## config.mk

```make
export PLATFORM = sky130hd
export DESIGN_NAME = pcxrle_front
export DESIGN_NICKNAME = d
export VERILOG_FILES = /design/src/design/pcxrle_pkg.sv /design/src/design/pcxrle_front.sv
export SDC_FILE = /design/constraint.sdc
export NUM_CORES = 1
export LEC_CHECK = 0
export ABC_AREA = 1
export BUFFER_PORTS_ARGS = -buffer_cell sky130_fd_sc_hd__clkbuf_2
export CORE_MARGIN = 10
export CORE_UTILIZATION = 32
export CTS_BUF_LIST = sky130_fd_sc_hd__clkbuf_8
export CTS_CLUSTER_SIZE = 10
export DETAILED_ROUTE_END_ITERATION = 10
export GPL_TIMING_DRIVEN = 1
export PLACE_DENSITY = 0.79
export SLEW_MARGIN = 20
export SYNTH_ARGS = -nofsm -noshare
export SYNTH_HDL_FRONTEND = slang
export SYNTH_SLANG_ARGS = --single-unit
```

## constraint.sdc

```tcl
create_clock -name clk -period 1.9 [get_ports clk]
set_input_delay 0.57 -clock clk [delete_from_list [all_inputs] [get_ports clk]]
set_output_delay 0.57 -clock clk [all_outputs]
set_load 0.01 [all_outputs]
```

## src/design/pcxrle_pkg.sv

```systemverilog
`default_nettype none

package pcxrle_pkg;

  localparam int unsigned SIDE_W  = 10;
  localparam int unsigned COUNT_W = 6;
  localparam int unsigned BYTE_W  = 8;
  localparam int unsigned RGB_W   = 24;

  // input opcodes, carried in tuser
  localparam logic [1:0] OP_DATA    = 2'd0;
  localparam logic [1:0] OP_PALETTE = 2'd1;
  localparam logic [1:0] OP_START   = 2'd2;

  localparam logic [BYTE_W-1:0] RUN_MARK    = 8'hC0;
  localparam logic [BYTE_W-1:0] RUN_MASK    = 8'h3F;
  localparam logic [BYTE_W-1:0] CLEAR_INDEX = 8'hFF;
  localparam logic [BYTE_W-1:0] ALPHA_OPAQUE = 8'hFF;
  localparam logic [BYTE_W-1:0] ALPHA_CLEAR  = 8'h00;

  // configuration register indexes
  localparam logic CFG_LAST_COLUMN = 1'b0;
  localparam logic CFG_LAST_ROW    = 1'b1;

  typedef enum logic [1:0] {
    CMD_WRITE,
    CMD_START,
    CMD_EMIT
  } cmd_kind_t;

  typedef struct packed {
    cmd_kind_t           kind;
    logic [BYTE_W-1:0]   index;
    logic [COUNT_W-1:0]  count;
    logic [RGB_W-1:0]    rgb;
  } cmd_t;

  typedef struct packed {
    logic [BYTE_W-1:0] red;
    logic [BYTE_W-1:0] green;
    logic [BYTE_W-1:0] blue;
    logic [BYTE_W-1:0] alpha;
    logic [BYTE_W-1:0] color_index;
    logic              last_of_run;
    logic              end_of_row;
    logic              end_of_image;
  } pixel_t;

  typedef enum logic [1:0] {
    BK_IDLE,
    BK_LOOKUP,
    BK_EMIT
  } back_state_t;

endpackage

`default_nettype wire

```

## src/design/pcxrle_front.sv

```systemverilog
`default_nettype none

// Accepts input items, tracks run headers and turns every other data, palette or start item into a command.
module pcxrle_front (
  input  wire logic                               clk,
  input  wire logic                               rst,
  input  wire logic                               in_valid,
  output logic                                    in_ready,
  input  wire logic [1:0]                         opcode,
  input  wire logic [pcxrle_pkg::BYTE_W-1:0]      data_byte,
  input  wire logic [pcxrle_pkg::BYTE_W-1:0]      palette_index,
  input  wire logic [pcxrle_pkg::RGB_W-1:0]       palette_rgb,
  input  wire logic                               q_full,
  output logic                                    q_push,
  output pcxrle_pkg::cmd_t                        q_cmd
);

  logic                               awaiting;
  logic                               awaiting_next;
  logic [pcxrle_pkg::COUNT_W-1:0]     pending;
  logic [pcxrle_pkg::COUNT_W-1:0]     pending_next;
  logic                               accept;
  logic                               is_header;

  assign in_ready  = !q_full;
  assign accept    = in_valid && in_ready;
  assign is_header = ((data_byte & pcxrle_pkg::RUN_MARK) == pcxrle_pkg::RUN_MARK);

  always_comb begin
    awaiting_next = awaiting;
    pending_next  = pending;
    q_push        = 1'b0;
    q_cmd.kind    = pcxrle_pkg::CMD_EMIT;
    q_cmd.index   = data_byte;
    q_cmd.count   = pcxrle_pkg::COUNT_W'(1);
    q_cmd.rgb     = palette_rgb;
    if (accept) begin
      case (opcode)
        pcxrle_pkg::OP_DATA: begin
          if (awaiting) begin
            q_push        = 1'b1;
            q_cmd.count   = pending;
            awaiting_next = 1'b0;
            pending_next  = '0;
          end else if (is_header) begin
            awaiting_next = 1'b1;
            pending_next  = pcxrle_pkg::COUNT_W'(data_byte & pcxrle_pkg::RUN_MASK);
          end else begin
            q_push = 1'b1;
          end
        end
        pcxrle_pkg::OP_PALETTE: begin
          q_push      = 1'b1;
          q_cmd.kind  = pcxrle_pkg::CMD_WRITE;
          q_cmd.index = palette_index;
        end
        pcxrle_pkg::OP_START: begin
          q_push        = 1'b1;
          q_cmd.kind    = pcxrle_pkg::CMD_START;
          awaiting_next = 1'b0;
          pending_next  = '0;
        end
        default: begin
        end
      endcase
    end
  end

  always_ff @(posedge clk) begin
    if (rst) begin
      awaiting <= 1'b0;
      pending  <= '0;
    end else begin
      awaiting <= awaiting_next;
      pending  <= pending_next;
    end
  end

endmodule

`default_nettype wire

```

==> impl_results.md <==
* Status: completed
* Mapped Cells at 129
* Diode count at 0
* CTS tree: done
* Total power at 536 uW
* Die Wd at 70.1 um
* Routed len/inst at 12.3 um
* VDD IR-drop max at 0.000210 V
* Critical path, cell by cell: buf_6 > inv_6 > ha_4 > buf_8 > nand3_1 > nand2_1 > buf_2
* Total die area at 4920 um2
* Die span in y at 70.1 um
* CP Data Arrival Time at 1280 ps
* Synthesis-stage register bit count at 7
* Placement Setup Slack at -92.0 ps
* Floorplan core area at 2430 um2
* Worst skew pair latency at 230 ps
* Vias per cell at 4.35
* Final HPWL DP at 1800 um
* Vias at 804
* First-pass DRT Iterations at 4
* Final setup vio count at 0
* Synthesized Nets at 179
* Routed Antenna Nets at 0
* Final min period at 1850 ps
* Root buf cell: clkbuf_8
* Syn_area_per_cell at 6.24 um2
* Row Count at 18
* Crit path launch type: input port
* Largest delay share family, worst path: buffers and inverters
* Slew Limit Headroom at 79.5%
* Worst-path clk slew at 40 ps
* Starting Density at 33.1%
* Yosys warns at 0
* Worst slew pin tran at 306 ps
* Mapped cell area at 805 um2
* Largest net degree at the start of global routing at 15
* Filler instances at 269
* Boundary pin count at 88
* CTS Buf Count at 3
* Final WS setup at 47.0 ps
* Sequential Area at 140 um2
* Sink Count at 7
* Layout area overhead at 33.0%
* Max Buffers Root-to-Sink at 2
* Fin crit share at 97.5%
* Number of setup buffers added after CTS at 0
* Post-synthesis sequential area ratio at 17.4%
* Number of global-route vias before repair at 806
* Routability Congestion at 0.821
* Worst hold margin at 478 ps
* Hold Path Class: reg2reg
* Fin util at 44.0%
* Initial antenna violation count at 0
* Worst path max stage delay at 150 ps
* Final non-filler cell total at 185
* Max stage delay cell, worst path: ha_4
* Post-route DRC at 0
* Remaining global-route overflow at 0
* Slew Viols, Final at 0
* Crit path buf inv count at 4
* Multi-input gate area at 495 um2
* PwrDens at 501 nW/um2
* Final nets at 206
* First-pass GRT wire length at 3580 um
* CP endpoint kind: primary output
* Tot GR Track Use at 8.70%
* Cell variety after synth at 15
* Fmax at 0.540 GHz
* Static Leakage at 0.554 nW
* Fin. Hold Viols at 0
* Dpl cells at 181
* Fraction of layout cells with a size suffix above 1 at 48.4%
* Worst EP required at 1330 ps
* Detailed Route Iter0 Violations at 17
* Crit-path max FO at 8
* Detailed Route WL at 2280 um
* Clk_skew at 1.58 ps
* Critical path class: in2out
* I/O Buffers at 39
* MaxCap Viol Count at 0
* H-tree depth at 1
[final cells by class]
type                            instances  share of cell area [%]
Clock buffer                            3                    3.86
Tap cell                               30                    3.51
Sequential cell                         7                    13.1
Clock inverter                          1                   0.351
Inverter                                7                    3.63
Multi-Input combinational cell         86                    46.3
Timing Repair Buffer                   51                    29.2
[where the power goes]
part,switching (mW),leakage (nW),internal [mW]
clock,0.0664,0.0269,0.140
sequential,0.00427,0.0571,0.155
combinational,0.0909,0.470,0.0800
total,0.162,0.554,0.375
[cells in the mapped netlist, drive strengths merged]
cell type,count,area (um2)
buf,28,218
o21a,1,7.51
inv,7,26.3
ha,4,50.1
nand3,18,95.1
nand2,38,145
clkbuf,1,3.75
o21ai,1,5.00
a21oi,7,35.0
nor2,17,78.8
dfxtp,7,140
[layer usage]
layer / global-route usage [%] / up-vias / wire length, um
li1: - / 434 / -
met1: 9.21 / 336 / 918
met2: 13.5 / 29 / 1090
met3: 3.81 / 5 / 210
met4: 6.14 / 0 / 60
met5: 0 / - / 0
[worst reg2reg max path, stage by stage (launching register included)]
cell,delay (ps)
dfxtp_1,330
inv_1,120
nand3_2,230
a21oi_1,210
nor2_1,60
[layout by cell type (no fill, tap or decap), types with 2 or more instances in the layout]
cell       n
clkbuf_2  22
nor2_1    15
nand3_2    8
nand3_1   10
dfxtp_1    7
buf_4      9
nand2_2    3
buf_6      4
inv_1      5
nor2_4     2
buf_2     15
clkbuf_8   3
nand2_1   34
a21oi_1    6
ha_4       2
[path summary, 6_finish.rpt]
check	from	slack [ps]	depth (start not counted)	end
setup / recovery	opcode[1]	50	7	q_cmd[34]
hold / removal	pending[4]	480	2	pending[4]
setup reg to reg	awaiting	850	4	pending[2]
hold reg to reg	pending[4]	480	2	pending[4]
[registers in the layout, summed over array words and instances, names as in the netlist]
name / cells
awaiting: 1
pending: 6
[logic make-up after synthesis]
kind of cell    count (synthesis)  share of synthesized area [%]
compound gates                  9                           5.91
fa+ha+maj                       4                           6.22
buf+inv                        36                           30.8
flops                           7                           17.4
simple gates                   73                           39.7
[timing repair]
item / 4_1_cts / 5_1_grt
setup endpoints to repair: 14 / 16
pin swaps: 2 / 17
hold buffers: 0 / 0
gates resized for setup: 6 / 44
[through the flow]
step,area [um2],TNS [ps]
after CTS,963,-47.0
after detailed placement,906,-834
after global placement,906,-468
after floorplan,806,0
final,1070,0
after global routing,1070,-7.69
No activity file was read; power rests on OpenSTA's default activity.
